[config.mk]
export PLATFORM = sky130hd
export DESIGN_NAME = button_click_classifier
export DESIGN_NICKNAME = d
export VERILOG_FILES = /design/src/rtl/core/bcc_pkg.sv /design/src/rtl/core/bcc_cfg_regs.sv /design/src/rtl/core/bcc_classify.sv /design/src/rtl/core/button_click_classifier.sv
export SDC_FILE = /design/constraint.sdc
export NUM_CORES = 1
export LEC_CHECK = 0
export ABC_AREA = 1
export BUFFER_PORTS_ARGS = -buffer_cell sky130_fd_sc_hd__buf_2
export CORE_UTILIZATION = 50
export CTS_CLUSTER_SIZE = 30
export DETAILED_ROUTE_END_ITERATION = 10
export GPL_TIMING_DRIVEN = 1
export PLACE_DENSITY = 0.69
export REMOVE_ABC_BUFFERS = 1
export SKIP_CTS_REPAIR_TIMING = 1
export SYNTH_ARGS = -nofsm -noshare
export SYNTH_HDL_FRONTEND = slang
export SYNTH_SLANG_ARGS = --single-unit
[constraint.sdc]
create_clock -name clk_i -period 4.6 [get_ports clk_i]
set_clock_uncertainty 0.2 [all_clocks]
set_input_delay 0.46 -clock clk_i [delete_from_list [all_inputs] [get_ports clk_i]]
set_output_delay 0.46 -clock clk_i [all_outputs]
set_load 0.01 [all_outputs]
[src/rtl/core/bcc_pkg.sv]
// ----------------------------------------------------------------------------
// bcc_pkg
// Shared types and constants for the button click classifier.
// ----------------------------------------------------------------------------
package bcc_pkg;

  // Configuration port geometry
  localparam int unsigned CfgIdxW  = 2;
  localparam int unsigned CfgDataW = 16;

  // Register indexes
  localparam logic [CfgIdxW-1:0] REG_DEBOUNCE_DELAY = 2'd0;
  localparam logic [CfgIdxW-1:0] REG_LONG_PRESS     = 2'd1;
  localparam logic [CfgIdxW-1:0] REG_DOUBLE_WINDOW  = 2'd2;

  // Register reset values (ms)
  localparam logic [CfgDataW-1:0] RST_DEBOUNCE_DELAY = 16'd50;
  localparam logic [CfgDataW-1:0] RST_LONG_PRESS     = 16'd1000;
  localparam logic [CfgDataW-1:0] RST_DOUBLE_WINDOW  = 16'd300;

  // Width of the timestamp field
  localparam int unsigned NowW = 32;

  // Click classification codes
  typedef enum logic [1:0] {
    EV_NONE   = 2'd0,
    EV_SHORT  = 2'd1,
    EV_DOUBLE = 2'd2,
    EV_LONG   = 2'd3
  } click_e;

  // Timing configuration handed to the classifier
  typedef struct packed {
    logic [CfgDataW-1:0] debounce_delay;
    logic [CfgDataW-1:0] long_press_time;
    logic [CfgDataW-1:0] double_click_window;
  } cfg_t;

endpackage

[src/rtl/core/bcc_cfg_regs.sv]
// ----------------------------------------------------------------------------
// bcc_cfg_regs
// Timing configuration registers; writes to unknown indexes are dropped.
// ----------------------------------------------------------------------------
module bcc_cfg_regs (
  input  logic                           clk_i,
  input  logic                           rst_ni,
  input  logic                           cfg_valid_i,
  input  logic [bcc_pkg::CfgIdxW-1:0]    cfg_index_i,
  input  logic [bcc_pkg::CfgDataW-1:0]   cfg_data_i,
  output logic                           cfg_ready_o,
  output bcc_pkg::cfg_t                  cfg_o
);
  import bcc_pkg::*;

  cfg_t cfg_q, cfg_d;

  // Register file is always writable
  assign cfg_ready_o = 1'b1;

  // Write decode
  always_comb begin
    cfg_d = cfg_q;
    if (cfg_valid_i) begin
      unique case (cfg_index_i)
        REG_DEBOUNCE_DELAY: cfg_d.debounce_delay      = cfg_data_i;
        REG_LONG_PRESS:     cfg_d.long_press_time     = cfg_data_i;
        REG_DOUBLE_WINDOW:  cfg_d.double_click_window = cfg_data_i;
        default: ;
      endcase
    end
  end

  always_ff @(posedge clk_i or negedge rst_ni) begin
    if (!rst_ni) begin
      cfg_q.debounce_delay      <= RST_DEBOUNCE_DELAY;
      cfg_q.long_press_time     <= RST_LONG_PRESS;
      cfg_q.double_click_window <= RST_DOUBLE_WINDOW;
    end else begin
      cfg_q <= cfg_d;
    end
  end

  assign cfg_o = cfg_q;

endmodule

[src/rtl/core/bcc_classify.sv]
// ----------------------------------------------------------------------------
// bcc_classify
// Debounce and click state; classifies one poll per enabled cycle.
// ----------------------------------------------------------------------------
module bcc_classify #(
  parameter int unsigned TIME_WIDTH = 32
) (
  input  logic                   clk_i,
  input  logic                   rst_ni,
  input  logic                   step_i,
  input  logic                   raw_i,
  input  logic [TIME_WIDTH-1:0]  now_i,
  input  bcc_pkg::cfg_t          cfg_i,
  output bcc_pkg::click_e        event_o
);
  import bcc_pkg::*;

  logic                  last_raw_q, last_raw_d;
  logic                  pressed_q, pressed_d;
  logic                  awaiting_q, awaiting_d;
  logic [TIME_WIDTH-1:0] change_time_q, change_time_d;
  logic [TIME_WIDTH-1:0] press_start_q, press_start_d;
  logic [TIME_WIDTH-1:0] release_time_q, release_time_d;

  logic [TIME_WIDTH-1:0] stable_for, held_for, since_release;
  logic [TIME_WIDTH-1:0] dbnc_w, long_w, dwin_w;
  logic                  stable, press, release_ev;
  logic                  is_long, is_double, arm, is_short, aw_mid;

  // Config values widened to the time width
  assign dbnc_w = TIME_WIDTH'(cfg_i.debounce_delay);
  assign long_w = TIME_WIDTH'(cfg_i.long_press_time);
  assign dwin_w = TIME_WIDTH'(cfg_i.double_click_window);

  // Debounce: a level change restarts the stability timer
  assign last_raw_d    = raw_i;
  assign change_time_d = (raw_i != last_raw_q) ? now_i : change_time_q;
  assign stable_for    = now_i - change_time_d;
  assign stable        = stable_for > dbnc_w;
  assign press         = stable &&  raw_i && !pressed_q;
  assign release_ev    = stable && !raw_i &&  pressed_q;

  // Release classification
  assign held_for  = now_i - press_start_q;
  assign is_long   = release_ev && (held_for >= long_w);
  assign is_double = release_ev && !is_long && awaiting_q;
  assign arm       = release_ev && !is_long && !awaiting_q;

  // Second-click timeout; a release on this poll either reports or arms
  // (zero elapsed), so only a wait armed earlier can run out
  assign aw_mid         = arm | awaiting_q;
  assign release_time_d = arm ? now_i : release_time_q;
  assign since_release  = now_i - release_time_q;
  assign is_short       = awaiting_q && !release_ev && (since_release > dwin_w);

  assign awaiting_d    = (is_long || is_double || is_short) ? 1'b0 : aw_mid;
  assign press_start_d = press ? now_i : press_start_q;

  always_comb begin
    pressed_d = pressed_q;
    if (press)      pressed_d = 1'b1;
    if (release_ev) pressed_d = 1'b0;
  end

  // Event encode
  always_comb begin
    if (is_long)        event_o = EV_LONG;
    else if (is_double) event_o = EV_DOUBLE;
    else if (is_short)  event_o = EV_SHORT;
    else                event_o = EV_NONE;
  end

  // State update, one poll per step
  always_ff @(posedge clk_i or negedge rst_ni) begin
    if (!rst_ni) begin
      last_raw_q     <= 1'b0;
      pressed_q      <= 1'b0;
      awaiting_q     <= 1'b0;
      change_time_q  <= '0;
      press_start_q  <= '0;
      release_time_q <= '0;
    end else if (step_i) begin
      last_raw_q     <= last_raw_d;
      pressed_q      <= pressed_d;
      awaiting_q     <= awaiting_d;
      change_time_q  <= change_time_d;
      press_start_q  <= press_start_d;
      release_time_q <= release_time_d;
    end
  end

endmodule

[src/rtl/core/button_click_classifier.sv]
// ----------------------------------------------------------------------------
// button_click_classifier
// Debounced push-button click classifier (short, double and long clicks).
// ----------------------------------------------------------------------------
// Each input beat is one poll of the button (raw level plus a free-running ms
// timestamp) and yields exactly one output beat carrying a click code (none,
// short, double or long). A poll is captured in an input register, classified
// against the debounce and click state once the result register can take it,
// and lands in the output register; one poll is taken every cycle while the
// output is not stalled. While the output beat is stalled one more poll is
// still taken into the input register. Timing registers are written through
// the config port by the user only while the block is idle; the block itself
// does not enforce this. Writes to unknown indexes are ignored.
// ----------------------------------------------------------------------------
module button_click_classifier #(
  parameter int unsigned TIME_WIDTH = 32
) (
  input  logic                          clk_i,
  input  logic                          rst_ni,
  // poll channel
  input  logic                          in_valid_i,
  output logic                          in_stall_o,
  input  logic                          raw_level_i,
  input  logic [bcc_pkg::NowW-1:0]      now_ms_i,
  // result channel
  output logic                          out_valid_o,
  input  logic                          out_stall_i,
  output logic [1:0]                    click_event_o,
  // config channel
  input  logic                          cfg_valid_i,
  output logic                          cfg_ready_o,
  input  logic [bcc_pkg::CfgIdxW-1:0]   cfg_index_i,
  input  logic [bcc_pkg::CfgDataW-1:0]  cfg_data_i
);
  import bcc_pkg::*;

  cfg_t                  cfg;
  click_e                event_c;
  logic                  s1_valid_q, s1_valid_d;
  logic                  s1_raw_q;
  logic [TIME_WIDTH-1:0] s1_now_q, now_t;
  logic                  s2_valid_q, s2_valid_d;
  logic [1:0]            s2_event_q;
  logic                  s2_ready, s1_fire, in_fire;

  // Timestamp cut or zero-extended to the internal time width
  if (TIME_WIDTH <= NowW) begin : g_now_cut
    assign now_t = now_ms_i[TIME_WIDTH-1:0];
  end else begin : g_now_ext
    assign now_t = {{(TIME_WIDTH-NowW){1'b0}}, now_ms_i};
  end

  // Handshake
  assign s2_ready   = !s2_valid_q || !out_stall_i;
  assign s1_fire    = s1_valid_q && s2_ready;
  assign in_stall_o = s1_valid_q && !s2_ready;
  assign in_fire    = in_valid_i && !in_stall_o;
  assign s1_valid_d = in_fire || (s1_valid_q && !s1_fire);
  assign s2_valid_d = s1_fire || (s2_valid_q && !s2_ready);

  // Input register
  always_ff @(posedge clk_i or negedge rst_ni) begin
    if (!rst_ni) begin
      s1_valid_q <= 1'b0;
    end else begin
      s1_valid_q <= s1_valid_d;
    end
  end

  always_ff @(posedge clk_i) begin
    if (in_fire) begin
      s1_raw_q <= raw_level_i;
      s1_now_q <= now_t;
    end
  end

  // Config registers
  bcc_cfg_regs u_cfg (
    .clk_i       (clk_i),
    .rst_ni      (rst_ni),
    .cfg_valid_i (cfg_valid_i),
    .cfg_index_i (cfg_index_i),
    .cfg_data_i  (cfg_data_i),
    .cfg_ready_o (cfg_ready_o),
    .cfg_o       (cfg)
  );

  // Classifier
  bcc_classify #(
    .TIME_WIDTH (TIME_WIDTH)
  ) u_classify (
    .clk_i   (clk_i),
    .rst_ni  (rst_ni),
    .step_i  (s1_fire),
    .raw_i   (s1_raw_q),
    .now_i   (s1_now_q),
    .cfg_i   (cfg),
    .event_o (event_c)
  );

  // Result register
  always_ff @(posedge clk_i or negedge rst_ni) begin
    if (!rst_ni) begin
      s2_valid_q <= 1'b0;
    end else begin
      s2_valid_q <= s2_valid_d;
    end
  end

  always_ff @(posedge clk_i) begin
    if (s1_fire) begin
      s2_event_q <= event_c;
    end
  end

  assign out_valid_o   = s2_valid_q;
  assign click_event_o = s2_event_q;

endmodule

==> flow_summary.json <==
{
  "grt.total_usage_pct": 31.6,
  "rr_worst_depth": 21,
  "gr-total-overflow": 0,
  "hold_class": "in -> reg",
  "multiInputGateArea_mm2": 0.00904,
  "ioPinCount": 61,
  "finalSetupTns_ps": 0,
  "port_buffers": 59,
  "synthDominantCellAreaShare_pct": 22.2,
  "drt_pre_antenna_iters": 6,
  "postSynthCellCount": 2256,
  "clockRootBuffer": "clkbuf_16",
  "grt_max_degree": 77,
  "cts_max_level": 4,
  "crit_arrival_ps": 4470,
  "hpwl_mm": 40.3,
  "async_flop_share_pct": 81.0,
  "period_share_pct": 94.5,
  "cts_buffer_depth": 2,
  "rows": 63,
  "crit_chain": "buf_4 > ha_1 > a21oi_1 > o21ai_0 > a21oi_1 > inv_1 > nand2_1 > nand2_1 > xor2_1 > ha_1 > nand2_1 > inv_1 > nand4_1 > a21oi_1 > a211oi_1 > buf_4 > o211ai_1 > nand3_1 > buf_4 > nand3_1 > nand2_1",
  "crit_type": "reg -> reg",
  "peakVddDrop_uv": 306,
  "crit_required_ps": 4720,
  "synth_mux_area_share_pct": 0,
  "clk_latency_ps": 440,
  "max_stage_delay_ps": 480,
  "synth_compound_area_share_pct": 13.2,
  "r2r_slack_ps": 250,
  "finalPower_mw": 9.49,
  "yosys_warnings": 0,
  "min_from": "now_ms_i[9]",
  "synth_area_leaders": "dfrtp_1, nand2_1, ha_1",
  "synth-simple-area-share_pct": 30.0,
  "synth_top_family_by_area": "simple AND/OR/NAND/NOR gates",
  "synth-main-ff-cell": "dfrtp_1",
  "wl_met1_mm": 22.9,
  "antenna_found_initial": 0,
  "preCtsSetupSlack_ps": -85.8,
  "synth_top_area_cell": "dfrtp_1",
  "cts_sinks": 184,
  "core_area_mm2": 0.0300,
  "dr_wl_met2_mm": 23.3,
  "reg2reg_from": "s1_now_q[6]",
  "seq_area_frac_synth_pct": 31.2,
  "routedWlPerCell_um": 17.7,
  "gp_congestion": 0.971,
  "cp_common_cell": "nand2_1",
  "drtAntennaViolNets": 0,
  "fin_nets": 2586,
  "path_max_fanout": 4,
  "placed_cell_area_mm2": 0.0162,
  "yosysUniqueCellTypes": 53,
  "relSlewSlack_pct": 35.4,
  "status": "complete, but fails checks",
  "endpoint_kind": "flop",
  "yosys_register_bits": 184,
  "cap_violations": 0,
  "dieArea_mm2": 0.0314,
  "rr_endpoint": "u_classify.awaiting_q",
  "grt_pass1_vias": 13700,
  "clkTransAtPathRegs_ps": 70,
  "timing_worst_slew_pin_value_ps": 967,
  "whs_endpoint": "s1_now_q[9]",
  "design_area_mm2": 0.0176,
  "cts_buffers": 17,
  "grt_pass1_wl_mm": 74.8,
  "met3WireLength_mm": 2.41,
  "period_needed_ps": 4350,
  "route.top_layer_used": "met4",
  "start_util_pct": 51.3,
  "fillers": 2860,
  "fin_util_pct": 58.9,
  "setup_viol": 0,
  "p_per_area_mw_per_mm2": 538,
  "cts_tree": "yes",
  "slew_viol_final": 0,
  "hold_viol": 1,
  "die_h_um": 177,
  "synth_fa_ha_area_share_pct": 10.9,
  "synth_edf_count": 35,
  "avgSynthCellArea_um2": 6.81,
  "wirelength_mm": 49.6,
  "vias": 14900,
  "drive_gt1_share_pct": 12.7,
  "start_kind": "flop",
  "worst_path_max_delay_cell": "edfxtp_1",
  "vias_per_cell": 5.31,
  "diodes": 0,
  "cellLeakagePower_nw": 9.17,
  "area_delta_synth_final_pct": 14.9,
  "setup_ws_ps": 254,
  "drc": 0,
  "layout.area.seq_mm2": 0.00480,
  "netlist_area_mm2": 0.0154,
  "failed_checks": "hold timing",
  "fmax_mhz": 230,
  "synth_xor_area_share_pct": 3.19,
  "die_x_um": 177,
  "drt_iter0_markers": 1178,
  "hold_ws_ps": -1.13,
  "min_path_cells": 1
}
==> report_power, final <==
group / total (mW) / internal [mW] / switching, mW
sequential: 2.33 / 2.05 / 0.275
combinational: 5.54 / 1.99 / 3.55
clock: 1.63 / 0.927 / 0.699
total: 9.49 / 4.97 / 4.52
==> through the flow <==
step,hold slack [ps],std cells
floorplan,-35.6,2216
global placement,254,2703
detailed placement,259,2703
CTS,-148,2735
global route,-11.6,2800
finish,-1.13,2800
==> state kept, by name, indices dropped and copies added (netlist names), named ones only <==
| name | count |
|---|---|
| u_classify.release_time_q | 32 |
| s1_raw_q | 1 |
| u_classify.last_raw_q | 1 |
| s1_valid_q | 1 |
| u_classify.pressed_q | 1 |
| u_classify.awaiting_q | 1 |
| click_event_o | 2 |
| u_classify.press_start_q | 32 |
| u_classify.change_time_q | 32 |
| u_cfg.cfg_o | 48 |
| s1_now_q | 32 |
==> cell families after synthesis <==
| logic type | count (synthesis) |
|---|---|
| compound gates | 353 |
| xor+xnor | 56 |
| fa+ha+maj | 133 |
| buf+inv | 434 |
| flops | 184 |
| other cells | 1 |
| simple gates | 1095 |
==> synthesized netlist by cell type (all sizes together) (2+ instances only) <==
library cell    n
a21boi         11
a21o            6
a21oi         115
a31oi           4
buf            17
clkbuf         22
clkinv          2
dfrtp         136
dfstp          13
edfxtp         35
fa              2
ha            131
inv           392
nand2         717
nand3         128
nand3b          6
nand4          37
nor2          190
nor3           13
nor4            2
o211ai          4
o21ai         198
o21bai         10
xnor2           6
xor2           50
==> worst max-delay path by stage <==
stage	startpoint	end	slack [ps]	cells after the start
floorplan	s1_raw_q	u_classify.press_start_q[14]	-860	28
global placement	s1_now_q[0]	u_classify.release_time_q[0]	-20	26
detailed placement	s1_now_q[0]	u_classify.release_time_q[28]	-90	26
CTS	s1_now_q[0]	u_classify.release_time_q[28]	-120	26
global route	s1_now_q[1]	u_classify.release_time_q[8]	-90	26
finish	s1_now_q[6]	u_classify.awaiting_q	250	21
==> routing by layer <==
metal  GRT usage [%]  vias to the layer above
li1                -                     7445
met1            44.6                     6988
met2            51.5                      381
met5               0                        -
met4            9.12                        0
met3            2.81                       53
==> worst max-delay path: cells and delay by family (launching register included) <==
kind | cells | cell delay [ps]
simple gates | 7 | 680
fa+ha+maj | 2 | 660
buf+inv | 5 | 690
compound gates | 6 | 1280
flops | 1 | 480
xor+xnor | 1 | 210
==> area by class of cell <==
class	count	share of cell area, %
clock buffer	18	2.43
clock inverter	14	1.19
inverter	394	8.38
multi-input combinational	1640	51.3
sequential	184	27.2
tap	390	2.77
timing repair buffer	160	6.77
==> placed cells by master, fill, tap and decap left out, types with 40 or more instances in the layout <==
master   netlist  routed
nand2_1      681     672
inv_1        388     387
nor2_1       180     176
o21ai_0      155     150
dfrtp_1      136     136
ha_1         131     123
nand3_1      123     118
a21oi_1      113     111
buf_4          4      65
buf_2          0      58
xor2_1        50      48
nand2_2       32      40
No activity file was read; power rests on OpenSTA's default activity.
